`config.mk`:
```
export PLATFORM = sky130hd
export DESIGN_NAME = tag_radius_search
export DESIGN_NICKNAME = d
export VERILOG_FILES = /design/src/hdl/trs_pkg.sv /design/src/hdl/trs_cell.sv /design/src/hdl/trs_dist.sv /design/src/hdl/tag_radius_search.sv
export VERILOG_INCLUDE_DIRS = /design/src /design/src/hdl
export SDC_FILE = /design/constraint.sdc
export NUM_CORES = 2
export LEC_CHECK = 0
export ABC_CLOCK_PERIOD_IN_PS = 22200
export BUFFER_PORTS_ARGS = -buffer_cell sky130_fd_sc_hd__buf_2
export CAP_MARGIN = 40
export CORE_ASPECT_RATIO = 1.4
export CORE_MARGIN = 4
export CORE_UTILIZATION = 45
export DETAILED_ROUTE_END_ITERATION = 10
export PLACE_DENSITY_LB_ADDON = 0.08
export SYNTH_ARGS = -nofsm -noshare
export SYNTH_HDL_FRONTEND = slang
export SYNTH_SLANG_ARGS = --single-unit
export TNS_END_PERCENT = 20
```
`constraint.sdc`:
```
create_clock -name clk -period 22.2 [get_ports clk]
set_input_delay 1.11 -clock clk [delete_from_list [all_inputs] [get_ports clk]]
set_output_delay 1.11 -clock clk [all_outputs]
set_load 0.05 [all_outputs]
```
`src/hdl/tag_radius_search_defines.svh`:
```
// ----------------------------------------------------------------------------
// tag_radius_search_defines
// Assertion macros shared by the radius search block.
// ----------------------------------------------------------------------------
`ifndef TAG_RADIUS_SEARCH_DEFINES_SVH
`define TAG_RADIUS_SEARCH_DEFINES_SVH

// same-cycle implication, clocked on clk, off while in reset
`define TRS_ASSERT_NOW(label, ante, cons, msg) \
    label: assert property (@(posedge clk) disable iff (!rst_n) (ante) |-> (cons)) \
        else $error(msg);

// next-cycle implication
`define TRS_ASSERT_NEXT(label, ante, cons, msg) \
    label: assert property (@(posedge clk) disable iff (!rst_n) (ante) |=> (cons)) \
        else $error(msg);

`endif

```
`src/hdl/trs_pkg.sv`:
```
// ----------------------------------------------------------------------------
// trs_pkg
// Types and constants of the tag radius search block.
// ----------------------------------------------------------------------------
package trs_pkg;

    localparam int TAGS  = 16;
    localparam int CNT_W = $clog2(TAGS + 1);
    localparam int IDX_W = (TAGS > 1) ? $clog2(TAGS) : 1;

    localparam int        ADDR_W       = 3;
    localparam logic [15:0] RADIUS_RESET = 16'd100;

    localparam logic [1:0] ACT_APPEND = 2'd0;
    localparam logic [1:0] ACT_QUERY  = 2'd1;
    localparam logic [1:0] ACT_CLEAR  = 2'd2;

    localparam logic STATUS_OK   = 1'b0;
    localparam logic STATUS_FULL = 1'b1;

    typedef enum logic [1:0] {
        ST_IDLE,
        ST_SCAN,
        ST_DRAIN
    } state_t;

    typedef struct packed {
        logic [31:0] id;
        logic [15:0] z;
        logic [15:0] y;
        logic [15:0] x;
    } tag_t;

    // control of one slot token walking into the distance pipeline
    typedef struct packed {
        logic vld;
        logic en;   // slot holds a valid tag
        logic fin;  // end marker after the last slot
    } scan_tok_t;

    typedef struct packed {
        logic        vld;
        logic        hit;
        logic        fin;
        logic [31:0] id;
    } match_t;

endpackage

```
`src/hdl/trs_cell.sv`:
```
// ----------------------------------------------------------------------------
// trs_cell
// One table slot. Loads a new tag or takes its neighbor's tag on a shift.
// ----------------------------------------------------------------------------
module trs_cell
    import trs_pkg::*;
(
    input  logic clk,
    input  logic shift,
    input  logic load,
    input  tag_t load_tag,
    input  tag_t shift_in,
    output tag_t tag
);

    tag_t tag_reg;
    tag_t tag_next;

    always_comb
    begin
        tag_next = tag_reg;
        if (shift)
        begin
            tag_next = shift_in;
        end
        else if (load)
        begin
            tag_next = load_tag;
        end
    end

    always_ff @(posedge clk)
    begin
        tag_reg <= tag_next;
    end

    assign tag = tag_reg;

endmodule

```
`src/hdl/trs_dist.sv`:
```
// ----------------------------------------------------------------------------
// trs_dist
// Three-stage squared distance test: differences, squares, sum and compare.
// ----------------------------------------------------------------------------
module trs_dist
    import trs_pkg::*;
(
    input  logic        clk,
    input  logic        rst_n,
    input  logic        advance,
    input  scan_tok_t   tok,
    input  tag_t        tag,
    input  logic [15:0] qx,
    input  logic [15:0] qy,
    input  logic [15:0] qz,
    input  logic [31:0] r2,
    output match_t      res
);

    scan_tok_t          tok1_reg, tok2_reg;
    logic [31:0]        id1_reg, id2_reg;
    logic signed [16:0] dx_reg, dy_reg, dz_reg;
    logic [31:0]        sx_reg, sy_reg, sz_reg;
    logic               res_vld_reg, res_hit_reg, res_fin_reg;
    logic [31:0]        res_id_reg;

    logic signed [16:0] dx_next, dy_next, dz_next;
    logic signed [33:0] px, py, pz;
    logic [33:0]        sum;

    assign dx_next = $signed({qx[15], qx}) - $signed({tag.x[15], tag.x});
    assign dy_next = $signed({qy[15], qy}) - $signed({tag.y[15], tag.y});
    assign dz_next = $signed({qz[15], qz}) - $signed({tag.z[15], tag.z});

    // |d| <= 65535, so each square fits in 32 bits
    assign px = 34'(dx_reg) * 34'(dx_reg);
    assign py = 34'(dy_reg) * 34'(dy_reg);
    assign pz = 34'(dz_reg) * 34'(dz_reg);

    assign sum = {2'b00, sx_reg} + {2'b00, sy_reg} + {2'b00, sz_reg};

    always_ff @(posedge clk or negedge rst_n)
    begin
        if (!rst_n)
        begin
            tok1_reg    <= '0;
            tok2_reg    <= '0;
            res_vld_reg <= 1'b0;
            res_hit_reg <= 1'b0;
            res_fin_reg <= 1'b0;
        end
        else if (advance)
        begin
            tok1_reg    <= tok;
            tok2_reg    <= tok1_reg;
            res_vld_reg <= tok2_reg.vld;
            res_fin_reg <= tok2_reg.fin;
            res_hit_reg <= tok2_reg.vld && tok2_reg.en && !tok2_reg.fin
                           && (sum <= {2'b00, r2});
        end
    end

    always_ff @(posedge clk)
    begin
        if (advance)
        begin
            dx_reg     <= dx_next;
            dy_reg     <= dy_next;
            dz_reg     <= dz_next;
            id1_reg    <= tag.id;
            sx_reg     <= px[31:0];
            sy_reg     <= py[31:0];
            sz_reg     <= pz[31:0];
            id2_reg    <= id1_reg;
            res_id_reg <= id2_reg;
        end
    end

    assign res = '{vld: res_vld_reg, hit: res_hit_reg, fin: res_fin_reg, id: res_id_reg};

endmodule

```
`src/hdl/tag_radius_search.sv`:
```
// ----------------------------------------------------------------------------
// tag_radius_search
// Fixed-radius 3-D neighbor search over a rotating ring of tag cells.
// ----------------------------------------------------------------------------
// Append, clear and reserved requests: one result, valid the cycle after accept.
// Query: the ring rotates through all TAGS slots plus one end slot, then 3 pipeline
//   stages; the result side can stall the scan. One request at a time.
// Rate set by the ring: one tag compared per cycle unless the result side stalls.
// Reset: tag count 0, radius 100, pipeline empty; tag cells are not cleared.
`include "tag_radius_search_defines.svh"

module tag_radius_search
    import trs_pkg::*;
(
    input  logic              clk,
    input  logic              rst_n,
    // slave request channel
    input  logic              s_tvalid,
    output logic              s_tready,
    input  logic [79:0]       s_tdata,   // pos_x, pos_y, pos_z, new_tag_id
    input  logic [1:0]        s_tuser,   // action
    // master result channel
    output logic              m_tvalid,
    input  logic              m_tready,
    output logic [31:0]       m_tdata,   // found_id
    output logic [1:0]        m_tuser,   // hit, status
    output logic              m_tlast,
    // configuration
    input  logic              psel,
    input  logic              penable,
    input  logic              pwrite,
    input  logic [ADDR_W-1:0] paddr,
    input  logic [31:0]       pwdata,
    output logic [31:0]       prdata,
    output logic              pready
);

    state_t state_reg, state_next;

    logic [15:0]      radius_reg;
    logic [CNT_W-1:0] count_reg, count_next;
    logic [CNT_W-1:0] slot_reg, slot_next;
    logic [15:0]      qx_reg, qy_reg, qz_reg;
    logic [31:0]      r2_reg;
    logic             pend_vld_reg, pend_vld_next;
    logic [31:0]      pend_id_reg, pend_id_next;

    logic             m_valid_reg, m_valid_next;
    logic [31:0]      m_id_reg, m_id_next;
    logic             m_hit_reg, m_hit_next;
    logic             m_last_reg, m_last_next;
    logic             m_status_reg, m_status_next;

    logic        advance;
    logic        accept;
    logic        is_query;
    logic        append_wr;
    logic        issue;
    logic        shift;
    scan_tok_t   tok;
    match_t      res;
    tag_t        new_tag;
    tag_t        cell_tag [TAGS];

    assign advance  = !m_valid_reg || m_tready;
    assign accept   = s_tvalid && s_tready;
    assign is_query = (s_tuser == ACT_QUERY);
    assign append_wr = accept && (s_tuser == ACT_APPEND) && (count_reg < CNT_W'(TAGS));

    assign new_tag.x  = s_tdata[15:0];
    assign new_tag.y  = s_tdata[31:16];
    assign new_tag.z  = s_tdata[47:32];
    assign new_tag.id = s_tdata[79:48];

    // configuration port
    assign pready = 1'b1;
    assign prdata = (paddr[2] == 1'b0) ? {16'd0, radius_reg} : 32'd0;

    always_ff @(posedge clk or negedge rst_n)
    begin
        if (!rst_n)
        begin
            radius_reg <= RADIUS_RESET;
        end
        else if (psel && penable && pwrite && pready && (paddr[2] == 1'b0))
        begin
            radius_reg <= pwdata[15:0];
        end
    end

    // state machine: next state
    always_comb
    begin
        state_next = state_reg;
        unique case (state_reg)
            ST_IDLE:
            begin
                if (accept && is_query)
                begin
                    state_next = ST_SCAN;
                end
            end
            ST_SCAN:
            begin
                if (advance && (slot_reg == CNT_W'(TAGS)))
                begin
                    state_next = ST_DRAIN;
                end
            end
            ST_DRAIN:
            begin
                if (advance && res.vld && res.fin)
                begin
                    state_next = ST_IDLE;
                end
            end
            default:
            begin
                state_next = ST_IDLE;
            end
        endcase
    end

    // state machine: outputs
    always_comb
    begin
        s_tready = 1'b0;
        issue    = 1'b0;
        unique case (state_reg)
            ST_IDLE:  s_tready = advance;
            ST_SCAN:  issue    = advance;
            ST_DRAIN: issue    = 1'b0;
            default:  issue    = 1'b0;
        endcase
    end

    // slot counter walks 0..TAGS; the last step sends the end marker
    assign shift   = issue && (slot_reg < CNT_W'(TAGS));
    assign tok.vld = issue;
    assign tok.en  = slot_reg < count_reg;
    assign tok.fin = (slot_reg == CNT_W'(TAGS));

    always_comb
    begin
        slot_next = slot_reg;
        if (issue)
        begin
            slot_next = (slot_reg == CNT_W'(TAGS)) ? '0 : slot_reg + CNT_W'(1);
        end
    end

    always_comb
    begin
        count_next = count_reg;
        if (append_wr)
        begin
            count_next = count_reg + CNT_W'(1);
        end
        else if (accept && (s_tuser == ACT_CLEAR))
        begin
            count_next = '0;
        end
    end

    // ring of cells, cell 0 feeds the distance pipeline
    for (genvar i = 0; i < TAGS; i++)
    begin : g_cell
        trs_cell u_cell (
            .clk      (clk),
            .shift    (shift),
            .load     (append_wr && (count_reg[IDX_W-1:0] == IDX_W'(i))),
            .load_tag (new_tag),
            .shift_in (cell_tag[(i + 1) % TAGS]),
            .tag      (cell_tag[i])
        );
    end

    trs_dist u_dist (
        .clk     (clk),
        .rst_n   (rst_n),
        .advance (advance),
        .tok     (tok),
        .tag     (cell_tag[0]),
        .qx      (qx_reg),
        .qy      (qy_reg),
        .qz      (qz_reg),
        .r2      (r2_reg),
        .res     (res)
    );

    // result selection: one match is held back until the next is known,
    // so the last one can carry tlast
    always_comb
    begin
        m_valid_next  = m_valid_reg;
        m_id_next     = m_id_reg;
        m_hit_next    = m_hit_reg;
        m_last_next   = m_last_reg;
        m_status_next = m_status_reg;
        pend_vld_next = pend_vld_reg;
        pend_id_next  = pend_id_reg;
        if (advance)
        begin
            m_valid_next  = 1'b0;
            m_id_next     = 32'd0;
            m_hit_next    = 1'b0;
            m_last_next   = 1'b1;
            m_status_next = STATUS_OK;
            priority if (accept && !is_query)
            begin
                m_valid_next = 1'b1;
                if ((s_tuser == ACT_APPEND) && !append_wr)
                begin
                    m_status_next = STATUS_FULL;
                end
            end
            else if (res.vld && res.fin)
            begin
                m_valid_next  = 1'b1;
                m_id_next     = pend_vld_reg ? pend_id_reg : 32'd0;
                m_hit_next    = pend_vld_reg;
                pend_vld_next = 1'b0;
            end
            else if (res.vld && res.hit)
            begin
                m_valid_next  = pend_vld_reg;
                m_id_next     = pend_id_reg;
                m_hit_next    = 1'b1;
                m_last_next   = 1'b0;
                pend_vld_next = 1'b1;
                pend_id_next  = res.id;
            end
            else
            begin
                pend_vld_next = pend_vld_reg;
            end
        end
    end

    always_ff @(posedge clk or negedge rst_n)
    begin
        if (!rst_n)
        begin
            state_reg    <= ST_IDLE;
            count_reg    <= '0;
            slot_reg     <= '0;
            pend_vld_reg <= 1'b0;
            m_valid_reg  <= 1'b0;
        end
        else
        begin
            state_reg    <= state_next;
            count_reg    <= count_next;
            slot_reg     <= slot_next;
            pend_vld_reg <= pend_vld_next;
            m_valid_reg  <= m_valid_next;
        end
    end

    always_ff @(posedge clk)
    begin
        pend_id_reg  <= pend_id_next;
        m_id_reg     <= m_id_next;
        m_hit_reg    <= m_hit_next;
        m_last_reg   <= m_last_next;
        m_status_reg <= m_status_next;
        if (accept && is_query)
        begin
            qx_reg <= new_tag.x;
            qy_reg <= new_tag.y;
            qz_reg <= new_tag.z;
            r2_reg <= {16'd0, radius_reg} * {16'd0, radius_reg};
        end
    end

    assign m_tvalid = m_valid_reg;
    assign m_tdata  = m_id_reg;
    assign m_tuser  = {m_status_reg, m_hit_reg};
    assign m_tlast  = m_last_reg;

    `TRS_ASSERT_NOW(a_count_bound, 1'b1, count_reg <= CNT_W'(TAGS), "tag count above table size")
    `TRS_ASSERT_NOW(a_idle_empty, state_reg == ST_IDLE, !res.vld && !pend_vld_reg, "pipeline busy while idle")
    `TRS_ASSERT_NOW(a_miss_zero, m_tvalid && !m_tuser[0], m_tdata == 32'd0, "miss result with nonzero id")
    `TRS_ASSERT_NEXT(a_query_scan, accept && is_query, state_reg == ST_SCAN, "query did not start a scan")

endmodule

```
**Yosys cells after proc, flatten, opt, wreduce, memory -nomap -nowiden**

Cells that the tools add are included.

- Reductions and logical operators: 65
- $lt $le $gt $ge: 4
- Multipliers: 4
- Bitwise logic cells: 3
- $add $sub $neg: 7
- Eq/ne operators: 23
- Multiplexer cells: 54

Operator list:

| kind | number |
|---|---|
| 80-bit 2-to-1 mux | 32 |
| 17-bit by 17-bit multiplier with 32-bit output | 3 |
| 32-bit 2-to-1 mux | 3 |
| 16-bit by 16-bit subtractor with 17-bit output | 3 |
| 2-bit nonzero test | 18 |
| 1-bit logical AND | 35 |
| 34-bit by 32-bit adder with 34-bit output | 1 |
| 34-bit by 32-bit <= comparator with 1-bit output | 1 |
| 32-bit by 32-bit adder with 33-bit output | 1 |
| 4-bit == test, second input constant | 8 |
| 16-bit by 16-bit multiplier with 32-bit output | 1 |
| 4-bit by 3-bit == test with 1-bit output, second input constant | 4 |
| 16-bit 2-to-1 mux | 1 |
| 5-bit 2-to-1 mux | 3 |
| 1-bit 2-to-1 mux | 11 |
| 5-bit by 1-bit adder with 5-bit output, second input constant | 2 |
| 5-bit less-than comparator, second input constant | 2 |
| 4-bit by 2-bit == test with 1-bit output, second input constant | 2 |
| 2-bit 2-to-1 mux | 3 |
| 2-bit inequality test, second input constant | 3 |
| 2-bit case mux with 3 select lines | 1 |
| 3-bit AND reduction | 2 |
| 5-bit == test, second input constant | 1 |
| 5-bit less-than comparator | 1 |
| 10 further kinds | 18 |

- Word-level logic and storage cells: 257
- Output and inout port bits: 70
- Flip-flop bits (word level): 1709

**Longest topological paths before layout**

- Depth after elaboration: 9
- Mapped depth: 30

**By module**

From an unflattened synthesis, not the netlist that was laid out.

- Cells, all modules: 7970
- Area total of the unflattened synthesis: 115430.7 µm²

Modules (own cells, without submodules):

| module | cells an instance | instances | sequential area each (µm²) | area each (µm²) |
|---|---|---|---|---|
| trs_cell | 170 | 16 | 2402.3 | 3777.4 |
| trs_dist | 3995 | 1 | 7432.1 | 40971.8 |
| tag_radius_search | 1255 | 1 | 5138.7 | 14020.9 |

**Worst setup path after synthesis**

OpenSTA, ideal clock, no wires.

- Path type: input port to flip-flop
- Start point: input m_tready
- End point: register g_cell[15].u_cell.tag_reg, in the netlist g_cell[15].u_cell.tag[0] (enable)
- Data arrival time: 10096 ps
- Slack: 11498 ps
- Library setup time: 606 ps
- Stages: 8
- Data required time: 21594 ps
- Path through: nor2b_1 clkbuf_1 clkinv_1 nand2b_1 nor2_1 clkbuf_1 clkbuf_1 a41o_1

- Cells in the longest elaborated chain, start to end: 7

RTL lines:

| item | RTL line | source |
|---|---|---|
| start: declaration | tag_radius_search.sv:24 | `input logic m_tready,` |
| 1-bit logical OR * | tag_radius_search.sv:65 | `assign advance = !m_valid_reg \|\| m_tready;` |
| 1-bit 2-to-1 mux | tag_radius_search.sv:129 | `unique case (state_reg)` |
| 1-bit logical AND | tag_radius_search.sv:66 | `assign accept = s_tvalid && s_tready;` |
| 1-bit logical AND (2 in series) | tag_radius_search.sv:68 | `assign append_wr = accept && (s_tuser == ACT_APPEND) && (count_reg < CNT_W'(TAGS));` |
| 1-bit logical AND | tag_radius_search.sv:171 | `.load (append_wr && (count_reg[IDX_W-1:0] == IDX_W'(i))),` |
| 2-bit nonzero test (no line) * | n/a |  |
| end signal: assignment | trs_cell.sv:34 | `tag_reg <= tag_next;` |
| end: declaration | trs_cell.sv:16 | `tag_t tag_reg;` |

Mark *: on every way between the ends. The rest lies on a longest branch, timed or not.
A chain may end at the register's enable or synchronous reset.

**Worst setup path in the final report**

- Start point: register radius_reg[8]
- End point: register r2_reg[29] (data pin)

- Cells in the longest elaborated chain, start to end: 1

RTL lines:

| item | RTL line | source |
|---|---|---|
| start: declaration | tag_radius_search.sv:40 | `logic [15:0] radius_reg;` |
| start signal: assignment | tag_radius_search.sv:87 | `radius_reg <= pwdata[15:0];` |
| 16-bit by 16-bit multiplier with 32-bit output | tag_radius_search.sv:272 | `r2_reg <= {16'd0, radius_reg} * {16'd0, radius_reg};` |
| end signal: assignment | tag_radius_search.sv:272 |  |
| end: declaration | tag_radius_search.sv:44 | `logic [31:0] r2_reg;` |

No other way between the ends.

==> flow_summary.json <==
{
  "status": "finished, final reports clean",
  "crit_family": "adder cells",
  "crit_cells": 23,
  "required_ns": 22.72,
  "die-area_um2": 240000,
  "crit_chain": "clkinv_1, nor2_1, fa_1, inv_1, fa_1, fa_1, inv_1, fa_1, inv_1, fa_1, fa_1, inv_1, ha_1, a21o_1, a21o_1, a21oi_1, o21ai_0, or3_1, o21ai_0, o311ai_1, o21a_1, nor2_1, xnor2_1",
  "tightest_slew_ns": 1.17,
  "grt_remaining_overflow": 0,
  "io_pins": 194,
  "cp_slowest_cell": "dfrtp_1",
  "r2r-end": "r2_reg[29]",
  "grt_pass1_vias": 64100,
  "syn_area_um2": 105000,
  "cts_tree": "done",
  "gp_congestion": 0.846,
  "dieHeight_um": 578,
  "routed_via_density": 5.27,
  "timing.fmax_mhz": 135,
  "critPathKind": "register to register",
  "fin_crit_ns": 7.42,
  "synth_simple_gate_area_share_pct": 6.08,
  "yosysSeqAreaShare_pct": 48.8,
  "syn2layout_area_growth_pct": 9.74,
  "r2r_setup_slack_ns": 14.78,
  "synth_edf_count": 1666,
  "htreeDepth": 4,
  "fin_crit_sh_pct": 33.4,
  "critPathMaxStageDelay_ns": 0.68,
  "antenna_found_initial": 23,
  "drt-initial-drc-count": 3700,
  "yosys.area_share.xor_xnor_pct": 2.05,
  "synth_top_family_by_area": "adder cells",
  "holdCritPathClass": "input port to asynchronous set/reset pin",
  "tns_ns": 0,
  "port_buffers": 158,
  "synth_top_area_share_pct": 47.9,
  "final.setup_skew_ns": 0.0896,
  "fp.dieW_um": 415,
  "setup_viol": 0,
  "syn_inst": 8207,
  "post_cts_resized": 0,
  "largest_reg_flops": 1280,
  "synth_fa_ha_area_share_pct": 24.1,
  "rr_worst_depth": 23,
  "synthTopCellsByCount": "1666 x edfxtp_1, 1355 x a21o_1, 1256 x inv_1",
  "cpMostUsedCell": "fa_1",
  "detail_route.first_pass.iterations": 8,
  "grtUsageTotal_pct": 19.5,
  "drive_above_1_share_pct": 6.92,
  "arrival_ns": 7.94,
  "path_buf_inv": 5,
  "hold_viol": 0,
  "synth-main-ff-cell": "edfxtp_1",
  "clk_pin_slew_ns": 0.06,
  "insertion_delay_ns": 0.85,
  "slew-limit-headroom_pct": 22.2,
  "postRouteAntennaNets": 0,
  "cts_root_buf": "clkbuf_16",
  "synth_area_per_cell_um2": 12.7,
  "synthArstFlopShare_pct": 2.29,
  "endpoint_kind": "register",
  "drc_errors": 0,
  "routed_wirelength_mm": 233,
  "nNetsFinal": 9795,
  "finish.utilization_pct": 49.6,
  "cts_hold_buffers": 0,
  "crit_path_max_fanout": 12,
  "initial_utilization_pct": 45.2,
  "cts_buffer_depth": 4,
  "cts_buffers": 178,
  "max-cap-violations": 0,
  "rsz0062_at_grt": "no",
  "post_cts_buffers": 0,
  "yosysTopAreaCell": "edfxtp_1",
  "wl_per_cell_um": 20.4,
  "core_um2": 231000,
  "cts_sinks": 1705,
  "rows": 209,
  "ys_warn_count": 0,
  "synth_compound_area_share_pct": 12.6,
  "dp.final_hpwl_mm": 159,
  "drv_slew": 0,
  "cp-startpoint": "radius_reg[8]",
  "grt_pass1_wl_mm": 367,
  "yosysMostFrequentCell": "edfxtp_1",
  "ys_types": 83,
  "synthMuxAreaShare_pct": 0.298,
  "grt_start_max_net_pins": 244,
  "r2r-start": "radius_reg[8]",
  "ys_ff_latch": 1705,
  "dr_total_vias": 60200,
  "synth.area.top_cells": "edfxtp_1 48%, fa_1 18%, a21o_1 9.7%",
  "start_kind": "register"
}
-- layer usage --
metal	vias to the layer above	part of all wire, %	GRT usage, %
met5	-	0.022	0
met1	31300	41	24.7
li1	27700	-	-
met4	8	3.0	5.60
met2	923	52	35.1
met3	350	4.0	2.58
-- worst max-delay path by stage --
stage                               endpoint  slack, ns
floorplan           g_cell[15].u_cell.tag[0]      11.50
CTS                               r2_reg[29]      14.87
global route                      r2_reg[29]      14.46
detailed placement                r2_reg[29]      14.89
finish                            r2_reg[29]      14.78
global placement                  r2_reg[29]      14.95
-- cell type report --
class / count / area (um2)
diodes: 10 / 25.0
clock buffers: 210 / 4590
clock inverters: 106 / 1090
fillers: 20400 / 117000
inverters: 1260 / 4740
multi-input cells: 4833 / 47400
flip-flops and latches: 1705 / 51000
well taps: 3059 / 3830
repair buffers: 249 / 2030
-- logic make-up after synthesis --
logic type | Yosys count
AOI/OAI and AO/OA | 1828
DFF | 1705
buffers and inverters | 1684
adders and majority gates | 1444
and+or+nand+nor | 1271
xor gates and xnor gates | 245
muxes | 28
other | 2
-- placed cells by master, fill, tap and decap left out, types with 10 or more instances in the layout --
cell	count
a21oi_1	161
o21bai_1	21
a31oi_1	27
clkinv_2	28
nand2b_1	52
nor3_1	47
and3_1	20
conb_1	17
buf_2	159
xnor2_1	189
and2_1	320
nor2b_1	51
edfxtp_1	1666
clkinv_1	42
buf_4	54
dfrtp_1	36
nand3_1	46
mux2_2	24
a21o_1	1355
and2_0	37
nand2_1	379
a211oi_1	28
fa_1	942
o21a_1	30
xor2_1	56
bufinv_16	21
nor2_1	228
clkbuf_16	178
clkbuf_1	30
inv_1	1256
ha_1	502
nand4_1	26
a21boi_0	11
diode_2	10
o21ai_0	97
buf_16	21
or2_2	15
-- through the flow --
stage | cells | setup slack (ns) | hold slack (ns) | instance area (um2)
final | 11400 | 14.78 | 0.203 | 115000
after global placement | 11100 | 14.95 | 0.402 | 108000
after CTS | 11400 | 14.87 | 0.140 | 115000
after floorplan | 8222 | 11.50 | 0.400 | 105000
after global routing | 11400 | 14.46 | 0.186 | 115000
after detailed placement | 11100 | 14.89 | 0.405 | 109000
Power is not shown: default switching activity piles up to over one toggle a cycle in this logic, so the estimate is an artifact.
